`src/hw/rtl/mae_ram.sv`:
```
module mae_ram #(
    parameter int WIDTH = 16,
    parameter int DEPTH = 64,
    parameter int AW    = (DEPTH > 1) ? $clog2(DEPTH) : 1
) (
    input  logic             i_clk,
    input  logic             i_we,
    input  logic [AW-1:0]    i_waddr,
    input  logic [WIDTH-1:0] i_wdata,
    input  logic [AW-1:0]    i_raddr,
    output logic [WIDTH-1:0] o_rdata
);

    logic [WIDTH-1:0] r_mem [DEPTH];
    logic [WIDTH-1:0] r_rdata;

    always_ff @(posedge i_clk) begin
        if (i_we) begin
            r_mem[i_waddr] <= i_wdata;
        end
        r_rdata <= r_mem[i_raddr];
    end

    assign o_rdata = r_rdata;

endmodule

```
`config.mk`:
```
export PLATFORM = sky130hd
export DESIGN_NAME = mae_ram
export DESIGN_NICKNAME = d
export VERILOG_FILES = /design/src/hw/rtl/mae_ram.sv
export SDC_FILE = /design/constraint.sdc
export NUM_CORES = 1
export LEC_CHECK = 0
export BUFFER_PORTS_ARGS = -buffer_cell sky130_fd_sc_hd__buf_2
export CORE_UTILIZATION = 50
export CTS_CLUSTER_SIZE = 24
export DETAILED_ROUTE_END_ITERATION = 8
export PLACE_DENSITY = 0.65
export SYNTH_ARGS = -nofsm -noshare
export SYNTH_HDL_FRONTEND = slang
export SYNTH_SLANG_ARGS = --single-unit
```
`constraint.sdc`:
```
create_clock -name i_clk -period 6.2 [get_ports i_clk]
set_input_delay 1.86 -clock i_clk [delete_from_list [all_inputs] [get_ports i_clk]]
set_output_delay 1.86 -clock i_clk [all_outputs]
set_load 0.02 [all_outputs]
```
==> impl_metrics.env <==
export IMPL_max_stage_delay_ns=0.93
export IMPL_vias_per_cell=6.14
export IMPL_status="finished, final reports clean"
export IMPL_synthXorXnorAreaFrac=0
export IMPL_hp_class="reg2reg"
export IMPL_crit_path_end_kind="register"
export IMPL_synth_top_cell_area_share=0.768
export IMPL_globalRouteMet2Util=0.374
export IMPL_final_core_utilization=0.567
export IMPL_clock_path_buffers=3
export IMPL_area_growth_pct=12.1
export IMPL_clk_pin_slew_ns=0.06
export IMPL_synth_cells=1829
export IMPL_postRouteAntennaNets=0
export IMPL_r2r_start="r_mem[60][15]$_DFFE_PP_"
export IMPL_core_um2=79100
export IMPL_numCtsBuffers=102
export IMPL_yosys_warnings=0
export IMPL_slew_violations=0
export IMPL_min_delay_path_depth=5
export IMPL_die_y_um=285
export IMPL_crit_end="o_rdata[15]$_DFF_P_"
export IMPL_ir_drop_mv=0.232
export IMPL_hold_viol_final=0
export IMPL_multi_input_comb_area_um2=8260
export IMPL_synth_seq_cells=1040
export IMPL_syn_nets=1859
export IMPL_use_met1=0.342
export IMPL_io_buffers=45
export IMPL_cts_sinks=1040
export IMPL_start_util=0.506
export IMPL_crit_fanout=51
export IMPL_grt_pass1_vias=19363
export IMPL_p_leak_nw=14.2
export IMPL_n_fill_cell=5775
export IMPL_synth_most_common_cell="edfxtp_1"
export IMPL_synth_top_family_by_area="multiplexers"
export IMPL_grtUsageTotal=0.236
export IMPL_avgRoutedWirePerCell_um=30.4
export IMPL_grt_pass1_wl_um=137000
export IMPL_path_cells="buf_8 > buf_4 > nor2b_1 > a221oi_1 > a221oi_1 > a311oi_1"
export IMPL_synth_common_cells="edfxtp_1 (1024), mux4_2 (220), mux2i_1 (85)"
export IMPL_grt_ovfl_total=0
export IMPL_antenna_found_initial=13
export IMPL_maxCapViolCount=0
export IMPL_rsz0062_at_grt="false"
export IMPL_ys_flop_type="edfxtp_1"
export IMPL_dr_first_iter_drc_count=2357
export IMPL_ys_async_sr_fraction=0
export IMPL_drt_total_wl_um=94500
export IMPL_skew_ns=0.0350
export IMPL_reg2reg_slack_ns=3.92
export IMPL_die_w_um=285
export IMPL_power_density_nw_per_um2=321
export IMPL_crit_path_frequent_cell="a221oi_1"
export IMPL_fmax_mhz=236
export IMPL_yosysSeqAreaShare=0.776
export IMPL_reg2reg_to="o_rdata[15]$_DFF_P_"
export IMPL_htree_levels=3
export IMPL_dpl_hpwl_um=55200
export IMPL_tightest_slew_ns=1.11
export IMPL_cts_root_buf="clkbuf_16"
export IMPL_clk_latency_ns=0.67
export IMPL_die_area_um2=81200
export IMPL_cp_arrival_ns=4.71
export IMPL_post_cts_buffers=0
export IMPL_setup_viol=0
export IMPL_ys_types=43
export IMPL_synth_mux_area_frac=0.155
export IMPL_cts_resized=0
export IMPL_cpMaxStageDelayCell="a221oi_1"
export IMPL_slew_headroom=0.262
export IMPL_setup_worst_path_class="in2reg"
export IMPL_busiest_layer="met2"
export IMPL_startpoint_type="input port"
export IMPL_seqCellArea_um2=31100
export IMPL_timing_final_crit_share=0.682
export IMPL_synth_edf_count=1024
export IMPL_synth_compound_area_share=0.0241
export IMPL_synth_area_um2=40000
export IMPL_crit_start="i_raddr[0]"
export IMPL_reg2reg_depth=4
export IMPL_drive_above_1_share=0.262
export IMPL_nets=2002
export IMPL_cts_tree="done"
export IMPL_synth_fa_ha_area_frac=0
export IMPL_synth_avg_cell_area_um2=21.9
export IMPL_fp_row_count=103
export IMPL_required_ns=6.68
export IMPL_setup_tns_ns=0
export IMPL_num_vias=19067
export IMPL_grt_max_degree=90
export IMPL_use_met3=0.0380
export IMPL_synth_area_leaders="edfxtp_1 (77%), mux4_2 (12%), mux2i_1 (2.1%)"
export IMPL_dr_pass1_iters=7
export IMPL_gp_congestion=0.862
export IMPL_num_io_pins=46
export IMPL_period_minus_slack_ns=4.23
export IMPL_cts_hold_buf=0
export IMPL_synth_area_leader_cell="edfxtp_1"
export IMPL_drc=0
export IMPL_yosys_area_share_simple=0.0265
==> power breakdown <==
| part | internal (mW) | switching, mW |
|---|---|---|
| registers | 7.78 | 0.0362 |
| logic | 0.256 | 0.472 |
| clock network | 3.35 | 2.52 |
| total | 11.4 | 3.03 |
==> per-layer routing <==
metal	routed length, µm	vias to the layer above
li1	-	7964
met1	38800	10163
met2	45600	797
met3	7710	137
met4	2400	6
met5	40	-
==> kinds of logic after synthesis <==
family	Yosys count
simple gates	220
flops	1040
buf+inv	104
compound gates	129
mux	336
==> metrics by stage <==
stage	cell area, µm²	setup slack [ns]	hold WS (ns)	std cells	power, mW
after CTS	44900	1.87	0.827	3099	14.5
final	44900	1.97	0.826	3103	14.4
after global placement	41700	1.25	0.828	2918	8.68
after detailed placement	41700	1.18	0.817	2918	8.70
after floorplan	40000	2.31	0.750	1829	8.37
after global routing	44900	1.80	0.894	3099	14.8
==> cell type report <==
cell class | count | area share
antenna | 4 | 0.000223
clock buffer | 137 | 0.0623
clock inverter | 44 | 0.00769
multi-input combinational | 685 | 0.184
sequential | 1040 | 0.692
tap | 1050 | 0.0293
timing repair buffer | 143 | 0.0245
==> critical path, delay by kind of cell <==
kind / cells / cell delay, ns
AOI/OAI and AO/OA: 3 / 1.34
buffers and inverters: 2 / 0.88
and+or+nand+nor: 1 / 0.59
==> sequential cells by signal, indices dropped and copies added, names as in the netlist <==
register,cells
o_rdata,16
r_mem,1024
==> placed cells by master (no fill, tap or decap), types with 5 or more instances in the layout <==
master	count
nand4_1	12
nand3_1	24
a221o_1	6
edfxtp_1	1024
clkbuf_1	28
a221oi_1	16
nor2_2	6
a22o_1	6
buf_2	42
mux2_2	27
a211o_1	8
nor2b_1	28
mux2i_1	85
bufinv_16	5
a211oi_1	8
mux4_2	220
nand2_1	59
clkinv_2	12
a311oi_1	8
nor2_1	68
a31oi_1	8
and4_1	5
dfxtp_1	16
buf_4	89
clkbuf_16	106
a22oi_1	39
clkinv_1	21
o21ai_0	5
a21oi_1	17
a41oi_1	5
buf_12	9
==> worst min-delay path by stage <==
stage | start | slack (ns) | endpoint
floorplan | r_mem[62][10]$_DFFE_PP_ | 0.75 | o_rdata[10]$_DFF_P_
global placement | r_mem[62][2]$_DFFE_PP_ | 0.83 | o_rdata[2]$_DFF_P_
detailed placement | r_mem[62][2]$_DFFE_PP_ | 0.82 | o_rdata[2]$_DFF_P_
CTS | r_mem[62][2]$_DFFE_PP_ | 0.83 | o_rdata[2]$_DFF_P_
global route | r_mem[62][2]$_DFFE_PP_ | 0.89 | o_rdata[2]$_DFF_P_
finish | r_mem[62][2]$_DFFE_PP_ | 0.83 | o_rdata[2]$_DFF_P_
Note: power is estimated with default switching activity, not from simulation.
