## config.mk

```make
export PLATFORM = sky130hd
export DESIGN_NAME = mae_cell
export DESIGN_NICKNAME = d
export VERILOG_FILES = /design/src/hw/rtl/mae_pkg.sv /design/src/hw/rtl/mae_cell.sv
export SDC_FILE = /design/constraint.sdc
export NUM_CORES = 1
export LEC_CHECK = 0
export ABC_AREA = 1
export BUFFER_PORTS_ARGS = -buffer_cell sky130_fd_sc_hd__buf_4
export CORE_ASPECT_RATIO = 1.2
export CORE_MARGIN = 2
export CORE_UTILIZATION = 69
export CTS_CLUSTER_DIAMETER = 100
export DETAILED_ROUTE_END_ITERATION = 10
export GPL_TIMING_DRIVEN = 1
export HOLD_SLACK_MARGIN = 0.08
export MAX_ROUTING_LAYER = met4
export PLACE_DENSITY = 0.88
export SLEW_MARGIN = 0
export SYNTH_ARGS = -nofsm -noshare
export SYNTH_HDL_FRONTEND = slang
export SYNTH_SLANG_ARGS = --single-unit
```

## constraint.sdc

```tcl
create_clock -name i_clk -period 19.73 [get_ports i_clk]
set_input_delay 1.973 -clock i_clk [delete_from_list [all_inputs] [get_ports i_clk]]
set_output_delay 1.973 -clock i_clk [all_outputs]
set_load 0.01 [all_outputs]
```

## src/hw/rtl/mae_pkg.sv

```systemverilog
package mae_pkg;

    // Row and column indexes are three bits wide on every interface.
    localparam int IDX_W = 3;
    localparam int SUM_W = 32;

    localparam logic [1:0] OP_LOAD_A  = 2'd0;
    localparam logic [1:0] OP_LOAD_B  = 2'd1;
    localparam logic [1:0] OP_COMPUTE = 2'd2;

    localparam logic [2:0] REG_MODE   = 3'd0;
    localparam logic [2:0] REG_ROWS_A = 3'd1;
    localparam logic [2:0] REG_COLS_A = 3'd2;
    localparam logic [2:0] REG_ROWS_B = 3'd3;
    localparam logic [2:0] REG_COLS_B = 3'd4;

    localparam logic MODE_ADD = 1'b0;
    localparam logic MODE_MUL = 1'b1;

    localparam logic STATUS_OK  = 1'b0;
    localparam logic STATUS_ERR = 1'b1;

    // Control part of a token that walks down the row of cells.
    typedef struct packed {
        logic             v;
        logic             first;
        logic [IDX_W-1:0] k;
        logic [IDX_W-1:0] i;
    } t_tok;

endpackage

```

## src/hw/rtl/mae_cell.sv

```systemverilog
module mae_cell
    import mae_pkg::*;
#(
    parameter int MAX_DIM   = 8,
    parameter int ELEM_BITS = 16,
    parameter int COL       = 0
) (
    input  logic                 i_clk,
    input  logic                 i_rst_n,
    input  logic                 i_mode,
    input  logic                 i_wr_en,
    input  logic [IDX_W-1:0]     i_wr_row,
    input  logic [ELEM_BITS-1:0] i_wr_data,
    input  t_tok                 i_tok,
    input  logic [ELEM_BITS-1:0] i_a,
    output t_tok                 o_tok,
    output logic [ELEM_BITS-1:0] o_a,
    output logic [SUM_W-1:0]     o_acc
);

    localparam int BW = (MAX_DIM > 1) ? $clog2(MAX_DIM) : 1;

    // Column COL of matrix B, indexed by row.
    logic [ELEM_BITS-1:0] r_b [MAX_DIM];

    t_tok                 r_tok;
    logic [ELEM_BITS-1:0] r_a;
    logic                 r_t_v;
    logic                 r_t_first;
    logic [SUM_W-1:0]     r_term;
    logic [SUM_W-1:0]     r_acc;

    logic [IDX_W-1:0]             w_addr;
    logic signed [ELEM_BITS-1:0]  w_a;
    logic signed [ELEM_BITS-1:0]  w_b;
    logic signed [2*ELEM_BITS-1:0] w_prod;
    logic signed [SUM_W-1:0]      w_sum;
    logic [SUM_W-1:0]             n_term;

    always_ff @(posedge i_clk) begin
        if (i_wr_en) begin
            r_b[i_wr_row[BW-1:0]] <= i_wr_data;
        end
    end

    // A product reads row k of this column, a sum reads row i.
    assign w_addr = (i_mode == MODE_MUL) ? i_tok.k : i_tok.i;
    assign w_a    = i_a;
    assign w_b    = r_b[w_addr[BW-1:0]];
    assign w_prod = w_a * w_b;
    assign w_sum  = SUM_W'(w_a) + SUM_W'(w_b);

    always_comb begin
        if (i_mode == MODE_MUL) begin
            n_term = SUM_W'(w_prod);
        end else if (i_tok.k == IDX_W'(COL)) begin
            n_term = w_sum;
        end else begin
            n_term = '0;
        end
    end

    always_ff @(posedge i_clk) begin
        if (!i_rst_n) begin
            r_tok.v <= 1'b0;
            r_t_v   <= 1'b0;
        end else begin
            r_tok.v <= i_tok.v;
            r_t_v   <= i_tok.v;
        end
        r_tok.first <= i_tok.first;
        r_tok.k     <= i_tok.k;
        r_tok.i     <= i_tok.i;
        r_a         <= i_a;
        r_t_first   <= i_tok.first;
        r_term      <= n_term;
        if (r_t_v) begin
            r_acc <= (r_t_first ? '0 : r_acc) + r_term;
        end
    end

    assign o_tok = r_tok;
    assign o_a   = r_a;
    assign o_acc = r_acc;

endmodule

```

==> flow_summary_export.csv <==
group,metric,value,unit
status,status,"completed",
floorplanning,die_w,161,um
worst_setup_path,cpMaxStageDelayCell,"inv_4",
global_route,grt_util_all_layers,0.423,
clock_tree,cts_buffers,23,
worst_setup_path,critPathRequiredTime,20.14,ns
global_route,gr-total-overflow,0,
logic_synthesis,ys_types,43,
worst_setup_path,crit-reg2reg-capture,"r_term[31]",
timing,maxSlewViolCount,0,
timing,timing.final.crit_share,0.492,
worst_setup_path,cp.arrival,10.12,ns
finish,final_cells,2799,
finish,mostFrequentLayoutCell,"nand2_1",
clock_tree,holdBufCountCts,0,
worst_setup_path,startpoint,"i_mode",
worst_setup_path,rrSetupSlack,12.55,ns
placed_design,port_buffers,102,
min_path,hold_path.class,"reg -> reg",
global_route,antenna_found_initial,0,
placed_design,post-dp-hpwl,48.3,mm
logic_synthesis,syn_nets,2754,
worst_setup_path,max_stage_delay,0.55,ns
clock_tree,clkSlewWorstSetupHoldPaths,0.06,ns
clock_tree,post_cts_buffers,0,
logic_synthesis,synth_seq_cells,216,
clock_tree,ctsResizeCount,0,
finish,syn_to_final_growth,8.60,%
placed_design,dp.cells,2757,
worst_setup_path,end_kind,"flip-flop",
clock_tree,cts_sinks,216,
timing,fin_worst_skew,0.0105,ns
worst_setup_path,cp-start-kind,"primary input",
logic_synthesis,synth_edf_count,160,
timing,period_minus_slack,9.71,ns
finish,fillers,2057,
worst_setup_path,rr_startpoint,"r_b[3][15]",
finish,nNetsFinal,2833,
drt,postRouteWirelength,61.8,mm
floorplanning,boundaryPins,103,
drt,viasPerCell,6.03,
min_path,hold-path-cell-count,1,
clock_tree,cts_buffer_depth,3,
drt,drc_errors,0,
timing,setup_tns,0,ns
finish,layout_common_cells,"nand2_1 (477), inv_1 (452), fa_1 (264)",
logic_synthesis,syn_area_per_cell,8.85,um2
finish,diodes,0,
clock_tree,htreeDepth,1,
logic_synthesis,synth_flop_cell,"edfxtp_1",
worst_setup_path,rr_worst_depth,25,
worst_setup_path,critPathKind,"in -> reg",
placed_design,gp_congestion,1.04,
timing,hold_viol,0,
drt,drt_iter0_drc,1589,
logic_synthesis,netlist_instances,2313,
logic_synthesis,seq_area_frac_synth,0.289,
logic_synthesis,synthArstFlopShare,0,
floorplanning,start_util,0.695,
timing,tightest_slew,1.03,ns
finish,drive_gt1_frac,0.0789,
min_path,hp-start,"r_term[0]",
timing,setup_violations,0,
timing,timing.fmax,0.103,GHz
logic_synthesis,yosysWarnings,0,
logic_synthesis,synth_area,20500,um2
worst_setup_path,cp_common_cell,"inv_1",
floorplanning,dieArea,31100,um2
clock_tree,clk_latency,0.56,ns
global_route,grt_pass1_wl,95.9,mm
floorplanning,rows,69,
run,drv_cap,0,
global_route,grt_pass1_vias,18087,
drt,vias,16883,
drt,wl_per_cell,22.1,um
floorplanning,coreArea,29400,um2
global_route,grt_max_degree,65,
worst_setup_path,cp_max_fo,64,
drt,drtAntennaViolNets,0,
floorplanning,fp.dieH,193,um
clock_tree,cts_root_buf,"clkbuf_16",
drt,dr.pass1.iters,6,
clock_tree,tritoncts,"done",
timing,rsz0062_at_grt,"false",
timing,slew_headroom,0.310,
min_path,min_to,"o_acc[0]",
==> per-stage QoR <==
| step | hold slack [ns] | instance area (um2) | setup slack (ns) | utilization |
|---|---|---|---|---|
| floorplan | 0.508 | 20500 | 11.78 | - |
| global placement | 0.536 | 21500 | 9.80 | 0.729 |
| detailed placement | 0.558 | 21500 | 9.80 | 0.729 |
| CTS | 0.569 | 22200 | 10.30 | 0.755 |
| finish | 0.568 | 22200 | 10.02 | 0.755 |
| global route | 0.601 | 22200 | 9.74 | 0.755 |
==> Yosys cell counts (5+ instances only) <==
cell      number  area [um2]
nor2_1       251         942
o21ai_2       12         105
a21oi_1      140         701
buf_1         12        45.0
buf_2         12        60.1
o21bai_1       8        60.1
fa_1         264        5290
o21ai_0       78         390
ha_1         130        1630
buf_6         10         113
nand3_1       70         350
a21o_1         5        37.5
a32o_1        31         310
xnor2_1       14         123
inv_1        452        1700
edfxtp_1     160        4800
dfxtp_1       56        1120
nand4_1        7        43.8
inv_2          8        30.0
clkbuf_1      11        41.3
o211ai_1       5        37.5
buf_4         15         113
nor2_2         5        31.3
nand2_1      477        1790
xor2_1        23         201
nor3_1        24         120
==> metal layers <==
| layer | global-route usage | wire length (um) | up-vias |
|---|---|---|---|
| met5 | - | 0 | - |
| met2 | 0.740 | 30900 | 1107 |
| met1 | 0.424 | 19700 | 7975 |
| li1 | - | - | 7426 |
| met4 | 0.290 | 5440 | 0 |
| met3 | 0.0918 | 5850 | 375 |
==> flip-flops by register name, indices dropped and copies added (netlist names) <==
name,cells
r_b,128
o_tok,6
o_acc,32
r_t_v,1
r_t_first,1
o_a,16
r_term,32
==> critical path: cells and delay by family <==
family	cells	cell delay, ns
AOI/OAI and AO/OA	2	0.38
and+or+nand+nor	11	1.81
adders and majority gates	8	3.66
buffers and inverters	12	2.20
==> how the worst max path moves through the flow <==
stage	end	slack (ns)	cells after the start
4_1_cts	r_term[31]	10.30	30
2_1_floorplan	r_term[28]	11.78	24
3_5_place_dp	r_term[25]	9.80	33
6_report	r_term[26]	10.02	33
5_1_grt	r_term[31]	9.74	30
3_3_place_gp	r_term[17]	9.80	32
==> cell families after synthesis <==
| kind of cell | count (synthesis) | share of synthesized area |
|---|---|---|
| AOI/OAI and AO/OA | 294 | 0.0873 |
| xor gates and xnor gates | 37 | 0.0158 |
| adders and majority gates | 394 | 0.338 |
| buffers and inverters | 525 | 0.104 |
| DFF | 216 | 0.289 |
| and+or+nand+nor | 847 | 0.166 |
==> final cells by class <==
class                   count  area [um2]  share of cell area
inverters                 465        1760              0.0790
clock buffers              25         583              0.0262
clock inverters            17         194             0.00872
repair buffers            114         856              0.0385
flip-flops and latches    216        5930               0.267
well taps                 390         488              0.0219
multi-input cells        1572       12400               0.559
Power is not shown: default switching activity piles up to over one toggle a cycle in this logic, so the estimate is an artifact.
